--- config.mk ---
export PLATFORM = sky130hd
export DESIGN_NAME = linear_interp_resampler_unit
export DESIGN_NICKNAME = d
export VERILOG_FILES = /design/src/hw/rtl/lirs_pkg.sv /design/src/hw/rtl/lirs_lane.sv /design/src/hw/rtl/lirs_merge.sv /design/src/hw/rtl/linear_interp_resampler_unit.sv
export VERILOG_INCLUDE_DIRS = /design/src /design/src/hw/rtl
export SDC_FILE = /design/constraint.sdc
export NUM_CORES = 2
export LEC_CHECK = 0
export ABC_AREA = 1
export BUFFER_PORTS_ARGS = -buffer_cell sky130_fd_sc_hd__buf_2
export CAP_MARGIN = 15
export CORE_MARGIN = 3
export CORE_UTILIZATION = 28
export CTS_BUF_LIST = sky130_fd_sc_hd__clkbuf_16
export DETAILED_ROUTE_END_ITERATION = 8
export PLACE_DENSITY_LB_ADDON = 0.25
export SKIP_LAST_GASP = 1
export SLEW_MARGIN = 20
export SYNTH_ARGS = -nofsm -noshare
export SYNTH_HDL_FRONTEND = slang
export SYNTH_SLANG_ARGS = --single-unit
--- constraint.sdc ---
create_clock -name clk -period 7.62 [get_ports clk]
set_clock_uncertainty 0.15 [all_clocks]
set_input_delay 0 -clock clk [delete_from_list [all_inputs] [get_ports clk]]
set_output_delay 0 -clock clk [all_outputs]
set_load 0.01 [all_outputs]
--- src/hw/rtl/linear_interp_resampler_unit_defines.svh ---
// Assertion macros shared by the resampler RTL.
// Define ASSERT_OFF to compile the checks away.
`ifndef LINEAR_INTERP_RESAMPLER_UNIT_DEFINES_SVH
`define LINEAR_INTERP_RESAMPLER_UNIT_DEFINES_SVH

`ifndef ASSERT_OFF

// When cond holds, prop must hold in the same cycle.
`define LIRS_ASSERT_SAME(label, clk, rst_n, cond, prop) \
  label: assert property (@(posedge clk) disable iff (!rst_n) (cond) |-> (prop)) \
    else $error("resampler check failed");

// When cond holds, prop must hold in the following cycle.
`define LIRS_ASSERT_NEXT(label, clk, rst_n, cond, prop) \
  label: assert property (@(posedge clk) disable iff (!rst_n) (cond) |=> (prop)) \
    else $error("resampler check failed");

`else

`define LIRS_ASSERT_SAME(label, clk, rst_n, cond, prop)
`define LIRS_ASSERT_NEXT(label, clk, rst_n, cond, prop)

`endif

`endif

--- src/hw/rtl/lirs_pkg.sv ---
package lirs_pkg;

  // Data and phase widths.
  localparam int SAMPLE_BITS = 18;
  localparam int DIFF_BITS   = SAMPLE_BITS + 1;
  localparam int FRAC_BITS   = 20;
  localparam int INT_BITS    = 4;
  localparam int PHASE_BITS  = FRAC_BITS + INT_BITS;
  localparam int RATIO_BITS  = 24;

  // Longest run of results that one input sample may produce.
  localparam int MAX_RUN  = 8;
  localparam int RUN_BITS = (MAX_RUN > 1) ? $clog2(MAX_RUN) : 1;

  localparam logic [PHASE_BITS-1:0] PHASE_ONE   = PHASE_BITS'(1) << FRAC_BITS;
  localparam logic [RATIO_BITS-1:0] RATIO_RESET = RATIO_BITS'(973924);

  // Configuration register indexes.
  localparam int CFG_IDX_BITS = 1;
  typedef enum logic [CFG_IDX_BITS-1:0] {
    REG_RATE_RATIO = 1'b0,
    REG_MUTE       = 1'b1
  } cfg_reg_t;

  // Sequencer states.
  typedef enum logic {
    ST_IDLE,
    ST_RUN
  } state_t;

  typedef logic signed [SAMPLE_BITS-1:0] sample_t;
  typedef logic signed [DIFF_BITS-1:0]   diff_t;

  // Per-step control from the sequencer to the output stage.
  typedef struct packed {
    logic emit;
    logic last;
    logic mute;
  } step_ctl_t;

endpackage

--- src/hw/rtl/lirs_lane.sv ---
// One interpolation lane: older + floor(diff * frac / 2^FRAC_BITS).
module lirs_lane (
  input  lirs_pkg::sample_t                   older,
  input  lirs_pkg::diff_t                     diff,
  input  logic [lirs_pkg::FRAC_BITS-1:0]      frac,
  output lirs_pkg::sample_t                   result
);

  logic signed [lirs_pkg::DIFF_BITS+lirs_pkg::FRAC_BITS:0] prod;
  logic signed [lirs_pkg::DIFF_BITS+lirs_pkg::FRAC_BITS:0] shifted;

  // The arithmetic shift of the exact product gives the floor directly.
  assign prod    = diff * $signed({1'b0, frac});
  assign shifted = prod >>> lirs_pkg::FRAC_BITS;

  // The true result lies between older and newer, so wrapping is harmless.
  assign result = lirs_pkg::sample_t'(older + shifted[lirs_pkg::SAMPLE_BITS-1:0]);

endmodule

--- src/hw/rtl/lirs_merge.sv ---
// Output stage: joins the two lane results into one registered transfer.
module lirs_merge (
  input  logic                       clk,
  input  logic                       rst_n,
  input  lirs_pkg::step_ctl_t        ctl,
  input  lirs_pkg::sample_t          lane_left,
  input  lirs_pkg::sample_t          lane_right,
  input  logic                       out_ready,
  output logic                       out_valid,
  output logic [lirs_pkg::SAMPLE_BITS-1:0] out_left,
  output logic [lirs_pkg::SAMPLE_BITS-1:0] out_right,
  output logic                       out_last_of_run,
  output logic                       out_free
);

  logic              out_valid_r;
  lirs_pkg::sample_t left_r;
  lirs_pkg::sample_t right_r;
  logic              last_r;

  // The register can take a new result when empty or when its content leaves now.
  assign out_free = !out_valid_r || out_ready;

  // Valid flag.
  always_ff @(posedge clk) begin
    if (!rst_n) begin
      out_valid_r <= 1'b0;
    end else if (ctl.emit) begin
      out_valid_r <= 1'b1;
    end else if (out_ready) begin
      out_valid_r <= 1'b0;
    end
  end

  // Payload, forced to zero while muted.
  always_ff @(posedge clk) begin
    if (ctl.emit) begin
      left_r  <= ctl.mute ? '0 : lane_left;
      right_r <= ctl.mute ? '0 : lane_right;
      last_r  <= ctl.last;
    end
  end

  assign out_valid       = out_valid_r;
  assign out_left        = left_r;
  assign out_right       = right_r;
  assign out_last_of_run = last_r;

endmodule

--- src/hw/rtl/linear_interp_resampler_unit.sv ---
// Stereo linear-interpolation rate converter. Each input transfer brings one
// engine-rate sample; the block then produces zero to eight host-rate results,
// one per cycle while the output register can take them, interpolated between
// the previous and the new sample, the last one flagged by out_last_of_run. No new
// sample is taken until the last result of a run is issued; the phase accumulator,
// which advances once per result, sets the number of results. Both channels are
// computed by two lanes side by side, each with one multiplier, and an output
// register decouples the result side, so the next sample is taken while the final
// result still waits. Write rate_ratio (Q4.20) and mute_output only while idle.
`include "linear_interp_resampler_unit_defines.svh"

module linear_interp_resampler_unit (
  input  logic                                 clk,
  input  logic                                 rst_n,
  // Configuration port.
  input  logic                                 cfg_we,
  input  logic [lirs_pkg::CFG_IDX_BITS-1:0]    cfg_index,
  input  logic [lirs_pkg::RATIO_BITS-1:0]      cfg_data,
  // Input channel.
  input  logic                                 in_valid,
  output logic                                 in_ready,
  input  logic signed [lirs_pkg::SAMPLE_BITS-1:0] in_sample_left,
  input  logic signed [lirs_pkg::SAMPLE_BITS-1:0] in_sample_right,
  // Result channel.
  output logic                                 out_valid,
  input  logic                                 out_ready,
  output logic signed [lirs_pkg::SAMPLE_BITS-1:0] out_left,
  output logic signed [lirs_pkg::SAMPLE_BITS-1:0] out_right,
  output logic                                 out_last_of_run
);

  lirs_pkg::state_t                    state_r, state_nxt;
  logic [lirs_pkg::PHASE_BITS-1:0]     phase_r, phase_nxt;
  logic [lirs_pkg::RUN_BITS-1:0]       run_cnt_r, run_cnt_nxt;
  logic [lirs_pkg::RATIO_BITS-1:0]     ratio_r;
  logic                                mute_r;
  lirs_pkg::sample_t                   older_left_r, older_right_r;
  lirs_pkg::sample_t                   newer_left_r, newer_right_r;
  lirs_pkg::diff_t                     diff_left_r, diff_right_r;

  logic                                in_xfer;
  logic                                out_free;
  logic [lirs_pkg::PHASE_BITS-1:0]     phase_adj;
  logic [lirs_pkg::PHASE_BITS:0]       phase_sum;
  logic [lirs_pkg::PHASE_BITS-1:0]     phase_inc;
  logic                                step_last;
  lirs_pkg::step_ctl_t                 step_ctl;
  lirs_pkg::sample_t                   lane_left, lane_right;

  // Configuration registers.
  always_ff @(posedge clk) begin
    if (!rst_n) begin
      ratio_r <= lirs_pkg::RATIO_RESET;
      mute_r  <= 1'b0;
    end else if (cfg_we) begin
      if (cfg_index == lirs_pkg::REG_RATE_RATIO) begin
        ratio_r <= cfg_data;
      end
      if (cfg_index == lirs_pkg::REG_MUTE) begin
        mute_r <= cfg_data[0];
      end
    end
  end

  assign in_ready = (state_r == lirs_pkg::ST_IDLE);
  assign in_xfer  = in_valid && in_ready;

  // Phase arithmetic: drop one whole sample on arrival, saturating step per result.
  assign phase_adj = (phase_r >= lirs_pkg::PHASE_ONE) ? (phase_r - lirs_pkg::PHASE_ONE)
                                                      : phase_r;
  assign phase_sum = {1'b0, phase_r} + (lirs_pkg::PHASE_BITS + 1)'(ratio_r);
  assign phase_inc = phase_sum[lirs_pkg::PHASE_BITS] ? '1
                                                     : phase_sum[lirs_pkg::PHASE_BITS-1:0];
  assign step_last = (phase_inc >= lirs_pkg::PHASE_ONE)
                  || (run_cnt_r == lirs_pkg::RUN_BITS'(lirs_pkg::MAX_RUN - 1));

  // Sequencer: next state and step control.
  always_comb begin
    state_nxt     = state_r;
    phase_nxt     = phase_r;
    run_cnt_nxt   = run_cnt_r;
    step_ctl.emit = 1'b0;
    step_ctl.last = step_last;
    step_ctl.mute = mute_r;
    case (state_r)
      lirs_pkg::ST_IDLE: begin
        if (in_xfer) begin
          phase_nxt   = phase_adj;
          run_cnt_nxt = '0;
          if (phase_adj < lirs_pkg::PHASE_ONE) begin
            state_nxt = lirs_pkg::ST_RUN;
          end
        end
      end
      lirs_pkg::ST_RUN: begin
        if (out_free) begin
          step_ctl.emit = 1'b1;
          phase_nxt     = phase_inc;
          run_cnt_nxt   = run_cnt_r + 1'b1;
          if (step_last) begin
            state_nxt = lirs_pkg::ST_IDLE;
          end
        end
      end
      default: begin
        state_nxt = lirs_pkg::ST_IDLE;
      end
    endcase
  end

  // Control state.
  always_ff @(posedge clk) begin
    if (!rst_n) begin
      state_r   <= lirs_pkg::ST_IDLE;
      phase_r   <= lirs_pkg::PHASE_ONE;
      run_cnt_r <= '0;
    end else begin
      state_r   <= state_nxt;
      phase_r   <= phase_nxt;
      run_cnt_r <= run_cnt_nxt;
    end
  end

  // Sample history; the difference is formed once per input sample.
  always_ff @(posedge clk) begin
    if (!rst_n) begin
      older_left_r  <= '0;
      older_right_r <= '0;
      newer_left_r  <= '0;
      newer_right_r <= '0;
      diff_left_r   <= '0;
      diff_right_r  <= '0;
    end else if (in_xfer) begin
      older_left_r  <= newer_left_r;
      older_right_r <= newer_right_r;
      newer_left_r  <= in_sample_left;
      newer_right_r <= in_sample_right;
      diff_left_r   <= lirs_pkg::diff_t'(in_sample_left) - lirs_pkg::diff_t'(newer_left_r);
      diff_right_r  <= lirs_pkg::diff_t'(in_sample_right) - lirs_pkg::diff_t'(newer_right_r);
    end
  end

  // Left and right lanes.
  lirs_lane u_lane_left (
    .older  (older_left_r),
    .diff   (diff_left_r),
    .frac   (phase_r[lirs_pkg::FRAC_BITS-1:0]),
    .result (lane_left)
  );

  lirs_lane u_lane_right (
    .older  (older_right_r),
    .diff   (diff_right_r),
    .frac   (phase_r[lirs_pkg::FRAC_BITS-1:0]),
    .result (lane_right)
  );

  // Output stage.
  lirs_merge u_merge (
    .clk             (clk),
    .rst_n           (rst_n),
    .ctl             (step_ctl),
    .lane_left       (lane_left),
    .lane_right      (lane_right),
    .out_ready       (out_ready),
    .out_valid       (out_valid),
    .out_left        (out_left),
    .out_right       (out_right),
    .out_last_of_run (out_last_of_run),
    .out_free        (out_free)
  );

  // A result is only produced while the phase is inside the current interval.
  `LIRS_ASSERT_SAME(a_emit_phase, clk, rst_n, step_ctl.emit, phase_r < lirs_pkg::PHASE_ONE)

  // A run never reaches its length limit without having ended.
  `LIRS_ASSERT_SAME(a_run_bound, clk, rst_n, state_r == lirs_pkg::ST_RUN, run_cnt_r < lirs_pkg::RUN_BITS'(lirs_pkg::MAX_RUN - 1) || step_last)

  // After the flagged final result the block is ready for the next sample.
  `LIRS_ASSERT_NEXT(a_last_idle, clk, rst_n, step_ctl.emit && step_ctl.last, in_ready)

endmodule
==> metrics.txt <==
clock-pin slew on the worst setup and hold paths=70 ps; Final Max Slew Viols=0; worst hold path type=input pin to flop; worst slew pin tran=857 ps; most used cell along the critical path=fa_1; first-pass GRT wire length=188 mm; DR pass1 iterations=7; WP data arrival=7630 ps; Yosys top cell area share=32.7%; LEAKAGE=26.4 nW; dominant synthesized flop cell=dfxtp_1; initial antenna violation count=0; largest net degree at the start of global routing=78; Slew headroom=42.9%; Clock Path Buffers=3; dpl ws=-230 ps; number of distinct library cells after synthesis=47; CTS tree=done; final setup violation count=0; largest area contributor in the netlist=fa_1; Crit-path slowest cell=fa_1; Worst Path Required=7790 ps; Final WS setup=163 ps; grt ovf=0; IO Count=105; Cell Area, Synth=37500 um^2; Avg Cell Area, Syn=7.55 um^2; WS Path Type=flop to flop; Syn. warnings=0; Die Height=372 um; total CTS buffers=26; ant diodes=0; detail-routed via count per cell=4.49; Fin Setup TNS=0 ps; Port-buffer cells=104; layout cells sized above 1=15.0%; sequential element share of the synthesized area=11.7%; Min Hold Slack=85.1 ps; final period utilization=97.9%; RSZ-0062 raised after global routing=true; Seq cells post-synth=201; gp weighted congestion=0.877; chip width=372 um; ranking of synthesized cells by area=fa_1, ha_1, inv_1, nand2_1, dfxtp_1; Detail Route Antenna Nets=0; Vias=32600; crit-path max FO=8; cell count after synthesis=4964; synthesis-to-layout area growth=25.1%; CP top delay family=adder cells; CP endpoint kind=flop; startpoint types=flop; f_max=0.134 GHz; max cap viols=0; clk sink count=201; root buffer cell=clkbuf_16; syn_nets=6033; Post-synth EDFFs=37; crit-path max cell delay=590 ps; initial core utilization=28.4%; Iteration-0 DRC Markers=1848; Clock Latency Late Sink=620 ps; die area=138000 um^2; asr flop ratio synth=0%; Fin. Hold Viols=0; outcome=complete, no violations; Rows=133; count leader, synth=inv_1; Buf/Inv on CP=7; wire per inst=16.2 um; Core Area=132000 um^2; NumNets Final=6547; H-tree depth=1; maximum vdd drop=258 uV; pwr dens=336 nW/um^2; Synth top cells by count=inv_1, nand2_1, fa_1, ha_1, a21oi_1; Overall Power=15.8 mW; HPWL Detailed=95.9 mm; vias in the first global route=34100; residual DRC count=0; Tot GR Track Use=17.1%; post-layout minimum cycle time=7460 ps; Post-Route WL=117 mm
tightest hold or removal path, delay by kind of cell:
family,cells,cell delay [ps]
buffers and inverters,2,600
AO/OA/AOI/OAI,2,200
path summary, 6_finish.rpt:
check	start	endpoint	slack [ps]	depth (start not counted)
max	phase_r[4]	u_merge.out_right[12]	160	31
min	cfg_data[1]	ratio_r[1]	90	4
max reg2reg	phase_r[4]	u_merge.out_right[12]	160	31
min reg2reg	ratio_r[6]	ratio_r[6]	330	2
per-layer routing:
layer	track usage [%]	share of wire (%)
met1	23.5	46
met2	29.8	49
met3	1.05	3.3
met4	3.16	2.1
met5	0	0
cells in the final DEF, fill, tap and decap left out, drive strengths merged, types with 22 or more instances in the layout:
master,n
nor3,22
nand4,22
a21oi,279
o21ai,224
nand2,1167
xor2,54
dlygate4sd3,158
edfxtp,37
buf,529
a31oi,22
xnor2,37
ha,390
clkbuf,32
nand3,96
dfxtp,164
inv,1275
fa,613
nor2,255
area by class of cell:
cell class                      instances  area (um^2)
Sequential cell                       201         4440
Timing Repair Buffer                  692         6070
Fill cell                           14100        85200
Multi-Input combinational cell       3285        28600
Clock buffer                           27          676
Clock inverter                         21          126
Tap cell                             1755         2200
Inverter                             1272         4780
state kept, by name, indices dropped and copies added (netlist names), 3 cells and up:
| name | flops |
|---|---|
| u_merge.out_left | 18 |
| run_cnt_r | 3 |
| newer_right_r | 18 |
| older_left_r | 18 |
| ratio_r | 24 |
| u_merge.out_right | 18 |
| phase_r | 24 |
| diff_right_r | 19 |
| newer_left_r | 18 |
| older_right_r | 18 |
| diff_left_r | 19 |
cells by family after synthesis:
logic type	synth area share, %
flip-flops	11.7
XOR/XNOR	2.13
AO/OA/AOI/OAI	8.88
AND/OR/NAND/NOR	16.7
buffers and inverters	14.8
adder cells (fa/ha/maj)	45.8
metrics by stage:
stage               instances  utilization, %  area [um^2]
finish                   7253            35.5        46900
global route             7253            35.5        46900
CTS                      7226            34.4        45500
detailed placement       7017            32.5        43000
global placement         7017            32.5        43000
floorplan                4964               -        37500
where the power goes:
group	internal, mW	switching (mW)	leakage (nW)
registers	1.49	0.296	1.71
clock network	0.645	0.563	0.413
logic	5.54	7.24	24.3
total	7.67	8.10	26.4
repair_timing:
action / CTS / global route
pin swaps: 12 / 90
gates cloned: 0 / 5
endpoints found under the setup margin: 18 / 26
buffers inserted: 3 / 22
resized for setup: 42 / 271
endpoints found under the hold margin: 118 / 0
hold buffers: 158 / 0
(Power assumes the default switching activity.)
